## src/hdl/lspdp_ram.sv

```systemverilog
// ----------------------------------------------------------------------------
// Generic RAM
// One write port, one read port, registered read data.
// ----------------------------------------------------------------------------
module lspdp_ram #(
   parameter int unsigned WIDTH = 48,
   parameter int unsigned DEPTH = 64
) (
   input  logic                                     clock,
   input  logic                                     we,
   input  logic [((DEPTH > 1) ? $clog2(DEPTH) : 1)-1:0] waddr,
   input  logic [WIDTH-1:0]                         wdata,
   input  logic [((DEPTH > 1) ? $clog2(DEPTH) : 1)-1:0] raddr,
   output logic [WIDTH-1:0]                         rdata_ff
);

   logic [WIDTH-1:0] mem [DEPTH];

   always_ff @(posedge clock) begin
      if (we) begin
         mem[waddr] <= wdata;
      end
      rdata_ff <= mem[raddr];
   end

endmodule

```

## config.mk

```make
export PLATFORM = sky130hd
export DESIGN_NAME = lspdp_ram
export DESIGN_NICKNAME = d
export VERILOG_FILES = /design/src/hdl/lspdp_ram.sv
export SDC_FILE = /design/constraint.sdc
export NUM_CORES = 2
export LEC_CHECK = 0
export BUFFER_PORTS_ARGS = -buffer_cell sky130_fd_sc_hd__buf_2
export CAP_MARGIN = 20
export CELL_PAD_IN_SITES_DETAIL_PLACEMENT = 0
export CELL_PAD_IN_SITES_GLOBAL_PLACEMENT = 1
export CORE_MARGIN = 2
export CORE_UTILIZATION = 48
export CTS_CLUSTER_SIZE = 8
export DETAILED_ROUTE_END_ITERATION = 16
export HOLD_SLACK_MARGIN = 0.03
export PLACE_DENSITY = 0.7
export SLEW_MARGIN = 20
export SYNTH_ARGS = -nofsm -noshare
export SYNTH_HDL_FRONTEND = slang
export SYNTH_SLANG_ARGS = --single-unit
```

## constraint.sdc

```tcl
create_clock -name clock -period 6.9 [get_ports clock]
set_clock_uncertainty 0.15 [all_clocks]
set_input_delay 1.035 -clock clock [delete_from_list [all_inputs] [get_ports clock]]
set_output_delay 1.035 -clock clock [all_outputs]
set_load 0.005 [all_outputs]
```

* Yosys cells after proc, flatten, opt, wreduce, memory -nomap -nowiden
Memory sizes are Yosys's and may differ from the RTL's. A register that Yosys moved wholly into a read port is not among the register bits.
Cells that the tools add are included.
** Storage, ports and cells
- Memories :: 1
- Flip-flop bits (word level) :: 0
- Word-level logic and storage cells :: 3
- Bits in writable memories :: 3072
- Output and inout port bits :: 48
- Input bits :: 62
** Memories
- mem :: depth 64, bits a word 48, read ports 1, clocked after Yosys merged registers in 1, write ports 1, line 17 : logic [WIDTH-1:0] mem [DEPTH];
** Cells by class
- Mux-type cells :: 2
** Operator list (count)
- 2-to-1 mux 1 bit :: 2

* Logic depth before layout (Yosys ltp)
- Depth in word-level cells :: 2
- Mapped depth :: 9

* Worst setup path before layout
Ideal clock, no wire load.
- Path kind :: input to register
- From :: input waddr[3] (netlist name)
- To :: memory mem[48][0] (enable)
- Data arrival time :: 4807 ps
- Required time :: 6237 ps
- Library setup time :: 513 ps
- Path slack :: 1430 ps
- Stages on the path :: 4
- Cells stage by stage :: clkbuf_1 nor2b_1 nand4b_1 nor3_1
** RTL lines
- start, declared :: line 11 : input logic [((DEPTH > 1) ? $clog2(DEPTH) : 1)-1:0] waddr,
- end, declared :: line 17
No word-level cell before the write port.

==> results.sh <==
export IMPL_final_cell_mix="edfxtp_1, mux4_2, clkbuf_16"
export IMPL_switchingPower_mw=8.75
export IMPL_status="finished, violations left"
export IMPL_synth_fp_nets=5032
export IMPL_place_ws_ps=2300
export IMPL_fillers=17700
export IMPL_ir_drop_uv=266
export IMPL_tightest_slew_ps=1180
export IMPL_period_share_pct=52.9
export IMPL_p_int_mw=33.2
export IMPL_combinationalPowerShare_pct=4.7
export IMPL_worst_path_buf_inv=4
export IMPL_synth_edf_count=3072
export IMPL_final_util_pct=55.4
export IMPL_die_area_mm2=0.248
export IMPL_first_pass_iters=6
export IMPL_power_density_mw_per_mm2=312
export IMPL_cp_required_ps=7540
export IMPL_cts_setup_buffers=0
export IMPL_wl_met2_um=152000
export IMPL_syn_to_final_growth_pct=14.9
export IMPL_slowest_delay_ps=850
export IMPL_ys_ff_latch=3120
export IMPL_hold_viol=0
export IMPL_crit_type="in2reg"
export IMPL_ff2ff_path_depth=5
export IMPL_p_clk_share_pct=44.9
export IMPL_r2r_end="rdata_ff[13]"
export IMPL_critical_path_max_fanout=77
export IMPL_min_path_type="in2reg"
export IMPL_synth_cells=4970
export IMPL_core_mm2=0.243
export IMPL_synth_top_area_share_pct=78.8
export IMPL_switching_share_pct=20.9
export IMPL_avgSynthCellArea_um2=23.6
export IMPL_critPathSlowestCell="a221oi_1"
export IMPL_drc=0
export IMPL_die_y_um=498
export IMPL_cts_made_buffers=440
export IMPL_startpoint_type="input pin"
export IMPL_worstSetupPathDepth=8
export IMPL_grt_pass1_vias=57300
export IMPL_crit_end="rdata_ff[13]"
export IMPL_setup_viol=0
export IMPL_timing_final_ws_setup_ps=3250
export IMPL_cts_clk_slew_worst_paths_ps=50
export IMPL_crit_family="buffers and inverters"
export IMPL_track_usage_pct=25.5
export IMPL_cts_buffer_depth=4
export IMPL_die_w_um=498
export IMPL_top_layer="met5"
export IMPL_synth_ff_type="edfxtp_1"
export IMPL_arrival_ps=4290
export IMPL_routedWlPerCell_um=35.7
export IMPL_ff_latch_area_mm2=0.0932
export IMPL_multiInputGateArea_mm2=0.0229
export IMPL_ys_types=36
export IMPL_drtAntennaViolNets=1
export IMPL_cts_tree="yes"
export IMPL_path_common_cell="buf_12"
export IMPL_layout_nets=5520
export IMPL_cts_resized=0
export IMPL_first_iter_violations=7849
export IMPL_cap_violations=0
export IMPL_seq_area_frac_synth_pct=79.6
export IMPL_setup_tns_ps=0
export IMPL_grt_antenna_before_repair=30
export IMPL_drive_gt1_share_pct=29.2
export IMPL_wl_met1_um=124000
export IMPL_synth_top_cell_by_area="edfxtp_1"
export IMPL_synth_area_mm2=0.117
export IMPL_slew_limit_headroom_pct=21.4
export IMPL_gp_congestion=0.819
export IMPL_grt_start_max_net_pins=115
export IMPL_clock_latency_ps=990
export IMPL_num_vias=57300
export IMPL_htree_levels=5
export IMPL_yosys_warnings=0
export IMPL_clock_tree_root_cell="clkbuf_16"
export IMPL_rr_startpoint="mem[12][13]"
export IMPL_violations="antenna rules"
export IMPL_place_area_mm2=0.123
export IMPL_slew_viol_final=0
export IMPL_overflow=0
export IMPL_yosys_top_cells_area="edfxtp_1, mux4_2, dfxtp_1"
export IMPL_min_period_ps=3650
export IMPL_layout_commonest_cell="edfxtp_1"
export IMPL_hpwl_um=177000
export IMPL_startpoint="raddr[1]"
export IMPL_seqPwrFrac_pct=50.4
export IMPL_io_pins=110
export IMPL_finalInstanceArea_mm2=0.135
export IMPL_rrSetupSlack_ps=4230
export IMPL_endpoint_kind="register"
export IMPL_rows=181
export IMPL_rsz0062_at_grt="no"
export IMPL_p_leak_nw=42.0
export IMPL_port_buffers=109
export IMPL_cts_hold_fix_buffers=0
export IMPL_cts_num_sinks=3120
export IMPL_wl_um=316000
export IMPL_avgViaCountPerCell=6.49
export IMPL_dr_wl_met3_um=29100
export IMPL_crit_chain="buf_8, buf_12, buf_12, nor2b_2, a22o_1, a221oi_1, buf_4, a211oi_1"
export IMPL_start_util_pct=48.2
export IMPL_fmax_mhz=274
export IMPL_grt_first_pass_wirelength_um=445000
export IMPL_async_reset_ff_share_pct=0
[registers in the layout (all words and copies together) (netlist names)]
| name | flops |
|---|---|
| mem | 3072 |
| rdata_ff | 48 |
[cell type report]
class                           instances  area share [%]
Clock buffer                          587            8.66
Antenna cell                           16          0.0297
Timing Repair Buffer                  328            1.94
Multi-Input combinational cell       1568            17.0
Sequential cell                      3120            69.2
Tap cell                             3202            2.98
Clock inverter                         11          0.0985
[synthesized netlist by cell type, types with 55 or more instances]
cell type and count:
mux4_2 754, a21oi_1 74, clkbuf_1 98, a22oi_1 72
buf_2 98, o22ai_1 122, nand2_1 55, mux2i_1 63
nor2_1 132, a221oi_1 83, buf_4 62, edfxtp_1 3072
a22o_1 57
[metrics by stage]
stage	hold slack, ps	instances	power (mW)
floorplan	560	4970	22.4
global placement	592	8210	23.4
detailed placement	589	8217	23.5
CTS	348	8815	42.2
global route	375	8820	43.0
finish	398	8832	42.0
[per-layer routing]
| layer | global-route usage, % | up-vias |
|---|---|---|
| li1 | - | 22400 |
| met2 | 40.1 | 3174 |
| met1 | 36.5 | 31100 |
| met3 | 4.38 | 541 |
| met5 | 0 | - |
| met4 | 8.40 | 16 |
[power by group through the flow]
stage / clock [mW] / combinational (mW) / sequential, mW
after floorplan: 0 / 1.00 / 21.4
after global placement: 0 / 1.96 / 21.5
after detailed placement: 0 / 1.99 / 21.5
after CTS: 19.1 / 2.00 / 21.1
after global routing: 19.8 / 2.07 / 21.1
final: 18.8 / 1.98 / 21.1
[worst min-delay path by stage]
stage,start,endpoint,slack (ps),depth (start not counted)
floorplan,mem[58][13],rdata_ff[13],560,4
global placement,mem[58][13],rdata_ff[13],590,4
detailed placement,mem[58][20],rdata_ff[20],590,4
CTS,wdata[22],mem[8][22],350,1
global route,wdata[22],mem[8][22],370,1
finish,wdata[22],mem[4][22],400,1
[cell families (layout without fill, tap and decap cells)]
kind of cell    after synthesis  after routing  synth area share [%]
compound gates              486            486                  3.02
buf+inv                     282            926                  1.28
flops                      3120           3120                  79.6
mux                         829            829                  15.2
other cells                   0             16                     0
simple gates                253            253                 0.957
[worst register-to-register path: stages, from the launching register on]
cell and delay [ps]:
edfxtp_1 370, mux4_2 530, a22o_1 260, a221oi_1 850, buf_4 240, a211oi_1 60
Note: power is estimated with default switching activity, not from simulation.
