**config.mk**
```make
export PLATFORM = sky130hd
export DESIGN_NAME = lspdp_div
export DESIGN_NICKNAME = d
export VERILOG_FILES = /design/src/hdl/lspdp_pkg.sv /design/src/hdl/lspdp_div.sv
export SDC_FILE = /design/constraint.sdc
export NUM_CORES = 1
export LEC_CHECK = 0
export ABC_CLOCK_PERIOD_IN_PS = 7500
export BUFFER_PORTS_ARGS = -buffer_cell sky130_fd_sc_hd__buf_2
export CORE_ASPECT_RATIO = 1.2
export CORE_MARGIN = 2
export CORE_UTILIZATION = 60
export CTS_BUF_LIST = sky130_fd_sc_hd__clkbuf_16
export DETAILED_ROUTE_END_ITERATION = 8
export GPL_ROUTABILITY_DRIVEN = 0
export PLACE_DENSITY = 0.85
export SLEW_MARGIN = 10
export SYNTH_ARGS = -nofsm -noshare
export SYNTH_HDL_FRONTEND = slang
export SYNTH_SLANG_ARGS = --single-unit
```
**constraint.sdc**
```tcl
create_clock -name clock -period 7.5 [get_ports clock]
set_input_delay 0 -clock clock [delete_from_list [all_inputs] [get_ports clock]]
set_output_delay 0 -clock clock [all_outputs]
set_load 0.02 [all_outputs]
```
**src/hdl/lspdp_pkg.sv**
```systemverilog
// ----------------------------------------------------------------------------
// Lot sizing pricing package
// Shared types and constants for the lot sizing pricing core.
// ----------------------------------------------------------------------------
package lspdp_pkg;

   localparam int unsigned W48 = 48;

   localparam logic signed [47:0] MAX48 = 48'sh7FFF_FFFF_FFFF;
   localparam logic signed [47:0] MIN48 = 48'sh8000_0000_0000;

   localparam logic [1:0] STATUS_OK        = 2'd0;
   localparam logic [1:0] STATUS_HORIZON   = 2'd1;
   localparam logic [1:0] STATUS_ZERO_BETA = 2'd2;

   typedef struct packed {
      logic              done;
      logic signed [47:0] p;
   } mul_res_type;

   typedef struct packed {
      logic              done;
      logic signed [47:0] q;
   } div_res_type;

endpackage

```
**src/hdl/lspdp_div.sv**
```systemverilog
// ----------------------------------------------------------------------------
// Signed divider
// Restoring division, one quotient bit per cycle, truncated toward zero.
// ----------------------------------------------------------------------------
module lspdp_div (
   input  logic                   clock,
   input  logic                   reset,
   input  logic                   start,
   input  logic signed [47:0]     num,
   input  logic signed [33:0]     den,
   output lspdp_pkg::div_res_type res
);

   logic [47:0] un_ff;
   logic [33:0] ud_ff;
   logic [32:0] rem_ff;
   logic [47:0] q_ff;
   logic [5:0]  cnt_ff;
   logic        busy_ff, fin_ff, done_ff, neg_ff;
   logic signed [47:0] qs_ff;

   logic [33:0] r;
   logic        qbit;
   logic [33:0] rdiff;

   always_comb begin
      r     = {rem_ff, un_ff[47]};
      qbit  = (r >= ud_ff);
      rdiff = r - ud_ff;
   end

   always_ff @(posedge clock) begin
      if (reset) begin
         busy_ff <= 1'b0;
         fin_ff  <= 1'b0;
         done_ff <= 1'b0;
         cnt_ff  <= 6'd0;
      end else if (start) begin
         un_ff   <= num[47] ? (48'd0 - num) : num;
         ud_ff   <= den[33] ? (34'd0 - den) : den;
         neg_ff  <= num[47] ^ den[33];
         rem_ff  <= 33'd0;
         q_ff    <= 48'd0;
         cnt_ff  <= 6'd47;
         busy_ff <= 1'b1;
         fin_ff  <= 1'b0;
         done_ff <= 1'b0;
      end else if (busy_ff) begin
         rem_ff <= qbit ? rdiff[32:0] : r[32:0];
         q_ff   <= {q_ff[46:0], qbit};
         un_ff  <= {un_ff[46:0], 1'b0};
         cnt_ff <= cnt_ff - 6'd1;
         if (cnt_ff == 6'd0) begin
            busy_ff <= 1'b0;
            fin_ff  <= 1'b1;
         end
      end else if (fin_ff) begin
         fin_ff  <= 1'b0;
         done_ff <= 1'b1;
         qs_ff   <= neg_ff ? $signed(48'd0 - q_ff) : $signed(q_ff);
      end
   end

   assign res.done = done_ff;
   assign res.q    = qs_ff;

endmodule

```
-- Word level (Yosys, flattened, before mapping)
Cells that the tools add are included.
W data, S select, Z words.
- reduce and logical (&&, ||, !) cells: 8
- bitwise gates (word level): 4
- $add $sub $neg: 5
- order comparisons: 1
- muxes and demuxes: 13
- operators with widths (kind ; number):
    $mux W48 ; 5
    $mux W33 ; 3
    $sub A1 B48 Y48 const A ; 2
    $ge A34 B34 Y1 ; 1
    $sub A1 B34 Y34 const A ; 1
    $sub A33 B33 Y33 ; 1
    $mux W6 ; 2
    $logic_not A6 Y1 ; 1
    $reduce_and A2 Y1 ; 3
    $sub A6 B1 Y6 const B ; 1
    $reduce_and A4 Y1 ; 1
    $mux W1 ; 3
    $not A1 Y1 ; 3
    $reduce_or A3 Y1 ; 1
    $reduce_bool A2 Y1 ; 1
    $reduce_or A2 Y1 ; 1
    $xor A1 B1 Y1 ; 1
- bits in registers: 221
- input port bits: 85
- output and inout port bits: 49
- logic and storage cells: 43

-- Longest topological paths before layout
- depth after elaboration: 4
- depth in mapped cells: 14
- gate-level depth less buffers: 12

-- Worst setup path after synthesis
OpenSTA, ideal clock, no wires.
- kind: input port to flip-flop
- from: input port start
- to: register q_ff[0] (enable)
- setup time: 0.618 ns
- cell stages on the path: 4
- buffers on the path: 2
- arrival: 5.973 ns
- data required time: 6.882 ns
- setup slack: 0.909 ns
- cell sequence: clkbuf_1 > clkbuf_1 > nor2_1 > nor2_1
- longest elaborated chain between the ends: 2
- ends and longest elaborated chain (element ; line ; source):
    start, declared ; lspdp_div.sv:8 ; input logic start,
    $reduce_bool A2 Y1 (no source line) ; -- ;
    $reduce_and A2 Y1 (no source line) ; -- ;
    end signal, assigned ; lspdp_div.sv:50 ; q_ff <= {q_ff[46:0], qbit};
    end, declared ; lspdp_div.sv:17 ; logic [47:0] q_ff;
Every way passes these cells.
A chain may end at the register's enable or synchronous reset.

-- Worst setup path after layout
- from: register un_ff[47]
- to: register rem_ff[23] (data pin)
- longest elaborated chain between the ends: 3
- elaborated cells on any way between the ends: 4
- classes of those cells: add/sub: 1; order compare: 1; mux: 2
- ends and longest elaborated chain (element ; line ; source):
    start, declared ; lspdp_div.sv:14 ; logic [47:0] un_ff;
    start signal, assigned ; lspdp_div.sv:39 ; un_ff <= num[47] ? (48'd0 - num) : num;
    start signal, assigned ; lspdp_div.sv:51 ; un_ff <= {un_ff[46:0], 1'b0};
    $sub A33 B33 Y33 / $ge A34 B34 Y1 (equally long branches) ; lspdp_div.sv:29, lspdp_div.sv:28 ;
    $mux W33 * ; lspdp_div.sv:49 ; rem_ff <= qbit ? rdiff[32:0] : r[32:0];
    $mux W33 * ; lspdp_div.sv:48 ; end else if (busy_ff) begin
    end signal, assigned ; lspdp_div.sv:49 ;
    end, declared ; lspdp_div.sv:16 ; logic [32:0] rem_ff;
Every way passes the cells marked *; elsewhere a longest branch is shown, timed or not. The select of a mux whose other input is x is not followed.

==> metrics.md <==
| Metric | Value |
|---|---|
| Fin crit period | roughly 3.8 ns |
| Clk_lat worst skew | 0.51 ns |
| Commonest non-fill, non-tap cells in the layout | edfxtp_1 (212), buf_2 (132), a21oi_1 (103) |
| Hold violation total from the final report | 0 |
| Largest net degree at the start of global routing | 90 |
| Setup tns final | 0 ns |
| Setup bufs post-CTS | 0 |
| Reg-to-Reg End | rem_ff[23] |
| Reg2reg setup slack | approximately 3.7 ns |
| Die height | between 150 and 200 um |
| Initial Utilization | between 60% and 70% |
| Ports | roughly 130 |
| Worst R2R Start | un_ff[47] |
| Cells on Worst Hold Path | 3 |
| Vias in the first global route | around 9800 |
| Clock tree buffer depth | 3 |
| Buf/Inv on CP | 2 |
| Lkg Pwr | 5.65 nW |
| Yosys warnings | 0 |
| Placed Cells | 1520 |
| Worst min-delay path class | in2reg |
| Register area share after synthesis | 52.0% |
| Final setup vio count | 0 |
| First-pass GRT wire length | ~46000 um |
| Fin nets | between 1000 and 1500 |
| DRT Pass-1 Iters | 5 |
| Ys flop type | edfxtp_1 |
| Hold Startpoint | num[12] |
| H-tree level count | 1 |
| Final Skew | around 0.02 ns |
| Num CTS Buffers | 22 |
| Crit path DAT | 4.06 ns |
| Remaining Overflow, GRT | 0 |
| TritonCTS clock tree | built |
| Root Buffer | clkbuf_16 |
| Die ar. | 0.0222 mm^2 |
| Synthesis-stage register bit count | ~220 |
| Slowest stage delay, CP | just under 1 ns |
| Async set-reset flop share out of synthesis | 0% |
| Slew @ Worst Pin | between 1 and 1.5 ns |
| Slowest CP cell | and2_1 |
| Finished Layout Cells | ~1700 |
| Pwr Density | between 200 and 250 mW/mm^2 |
| Post-route ant nets | 0 |
| FF-to-FF path depth | 12 |
| Via count | 9888 |
| Initial drt markers | between 600 and 700 |
| Avg Inst Size Synth | about 11 um^2 |
| Max Clock Freq | 264 MHz |
| Critical Path Start Type | flop |
| CP top delay family | simple AND/OR/NAND/NOR gates |
| Worst Hold Endpoint | un_ff[12] |
| Crit path depth | 12 |
| Initial antenna violation count | 0 |
| Synth cell types | just under 70 |
| Finished Core Util | 73.1% |
| Placement Cell Area | ~0.013 mm^2 |
| Total GRT Usage | 25.6% |
| Post-synth EDFFs | roughly 210 |
| Syn_nets | between 1000 and 1500 |
| Run status | complete, no violations |
| Share of layout cells above drive strength 1 | between 15 and 20% |
| WL per Instance | 17.3 um |
| Mapped Cells | roughly 1200 |
| Worst-path clk slew | about 0.07 ns |
| Standard-cell row count | 58 |
| Core area | 0.0208 mm^2 |
| Final WL | 28700 um |
| CP Capture Type | flop |
| Worst VDD drop | ~0.00021 V |
| WP data required | just under 8 ns |
| Half-perimeter wire length after placement | roughly 18000 um |
| Area growth syn-to-layout | 20.4% |
| Most common cell after layout, fill and taps aside | edfxtp_1 |
| Tcrit/Tclk final | between 50 and 60% |
| Max-cap violation count | 0 |
| Relative slew slack | between 10% and 20% |
| CP Class | reg2reg |
| Max-slew violations | 0 |
| Final Cell Area | 0.0152 mm^2 |
| Via/cell ratio | approximately 6 |
| Die X | about 140 um |
| Max FO, Critical Path | 30 |
| DRC viols | 0 |
| Sink Count | ~220 |
| Unrepaired setup endpoints after global routing | no |
| CP Cell Sequence | inv_1 > ha_1 > inv_1 > fa_1 > a21oi_1 > o211ai_1 > nor3b_1 > or2_2 > o211ai_1 > and2_1 > nor2_1 > a21o_1 |
| Mapped cell area | 0.0126 mm^2 |
| IO buf count | about 130 |
## cell usage after synthesis, types with 7 or more instances
library cell,n,area share [%]
nor2_1,76,2.3
o31ai_1,31,1.8
a211oi_1,10,0.60
clkbuf_1,40,1.2
ha_1,39,3.9
nand4_1,10,0.50
nand3_1,19,0.75
nor2b_1,46,2.3
a21oi_1,103,4.1
xor2_1,55,3.8
nor4_1,10,0.50
edfxtp_1,212,51
or4_1,19,1.1
inv_1,52,1.5
nor3_1,10,0.40
a21o_1,12,0.72
xnor2_1,98,6.8
and3_1,7,0.35
nand2_1,90,2.7
and2_1,7,0.35
o21ai_0,48,1.9
dfxtp_1,9,1.4
o41ai_1,15,1.0
buf_1,7,0.21
nand2b_1,15,0.74
or3_1,18,0.89
## stage by stage
stage / setup WS, ns / hold WS, ns / power (mW)
floorplan: 0.909 / 0.0771 / 1.92
global placement: 3.91 / 0.221 / 2.04
detailed placement: 3.75 / 0.218 / 2.06
CTS: 3.74 / 0.00261 / 3.23
global route: 3.47 / 0.0167 / 3.36
finish: 3.71 / 0.00574 / 3.22
## kinds of logic after synthesis
logic type                 after synthesis  synth area share, %
and+or+nand+nor                        364                 15.6
muxes                                    9                0.775
DFF                                    221                 52.0
buffers and inverters                  102                 3.08
AOI/OAI and AO/OA                      271                 13.9
xor gates and xnor gates               153                 10.6
adders and majority gates               40                 4.03
## timing repair
item	in CTS	in global routing
endpoints found under the hold margin	87	0
resized for setup	0	0
hold buffers	94	0
## metal layers
metal	wire length [um]	track usage [%]	vias to the layer above
met1	11300	30.6	4683
li1	-	-	4665
met5	0	0	-
met2	14500	45.8	419
met3	1500	3.11	121
met4	1320	11.6	0
## state kept, by name, summed over array words and instances, names as in the netlist
name	flops
fin_ff	1
rem_ff	33
qs_ff	48
un_ff	48
neg_ff	1
cnt_ff	6
busy_ff	1
done_ff	1
ud_ff	34
q_ff	48
## final cells by class
cell class              instances  area (um^2)
inverters                      53          199
repair buffers                233         1650
fillers                      1417         5590
flip-flops and latches        221         6550
well taps                     270          338
multi-input cells             837         5690
clock inverters                17          164
diodes                          1         2.50
clock buffers                  23          576
## power breakdown
part	internal, mW	switching [mW]	leakage [nW]	total (mW)
clock	0.660	0.462	0.363	1.12
sequential	1.46	0.0446	2.08	1.50
combinational	0.259	0.341	3.20	0.601
total	2.37	0.848	5.65	3.22
## tightest hold or removal path, cell delays in order
cell     delay (ns)
buf_2          0.12
xor2_1         0.07
a21oi_1        0.16
## how the worst max path moves through the flow
stage              start    endpoint  slack, ns
5_1_grt        un_ff[47]  rem_ff[23]       3.47
3_5_place_dp   un_ff[47]  rem_ff[23]       3.75
6_report       un_ff[47]  rem_ff[23]       3.71
4_1_cts        un_ff[47]  rem_ff[23]       3.74
2_1_floorplan      start     q_ff[0]       0.91
3_3_place_gp   un_ff[47]  rem_ff[23]       3.91
Power figures use the tool's default switching activity.
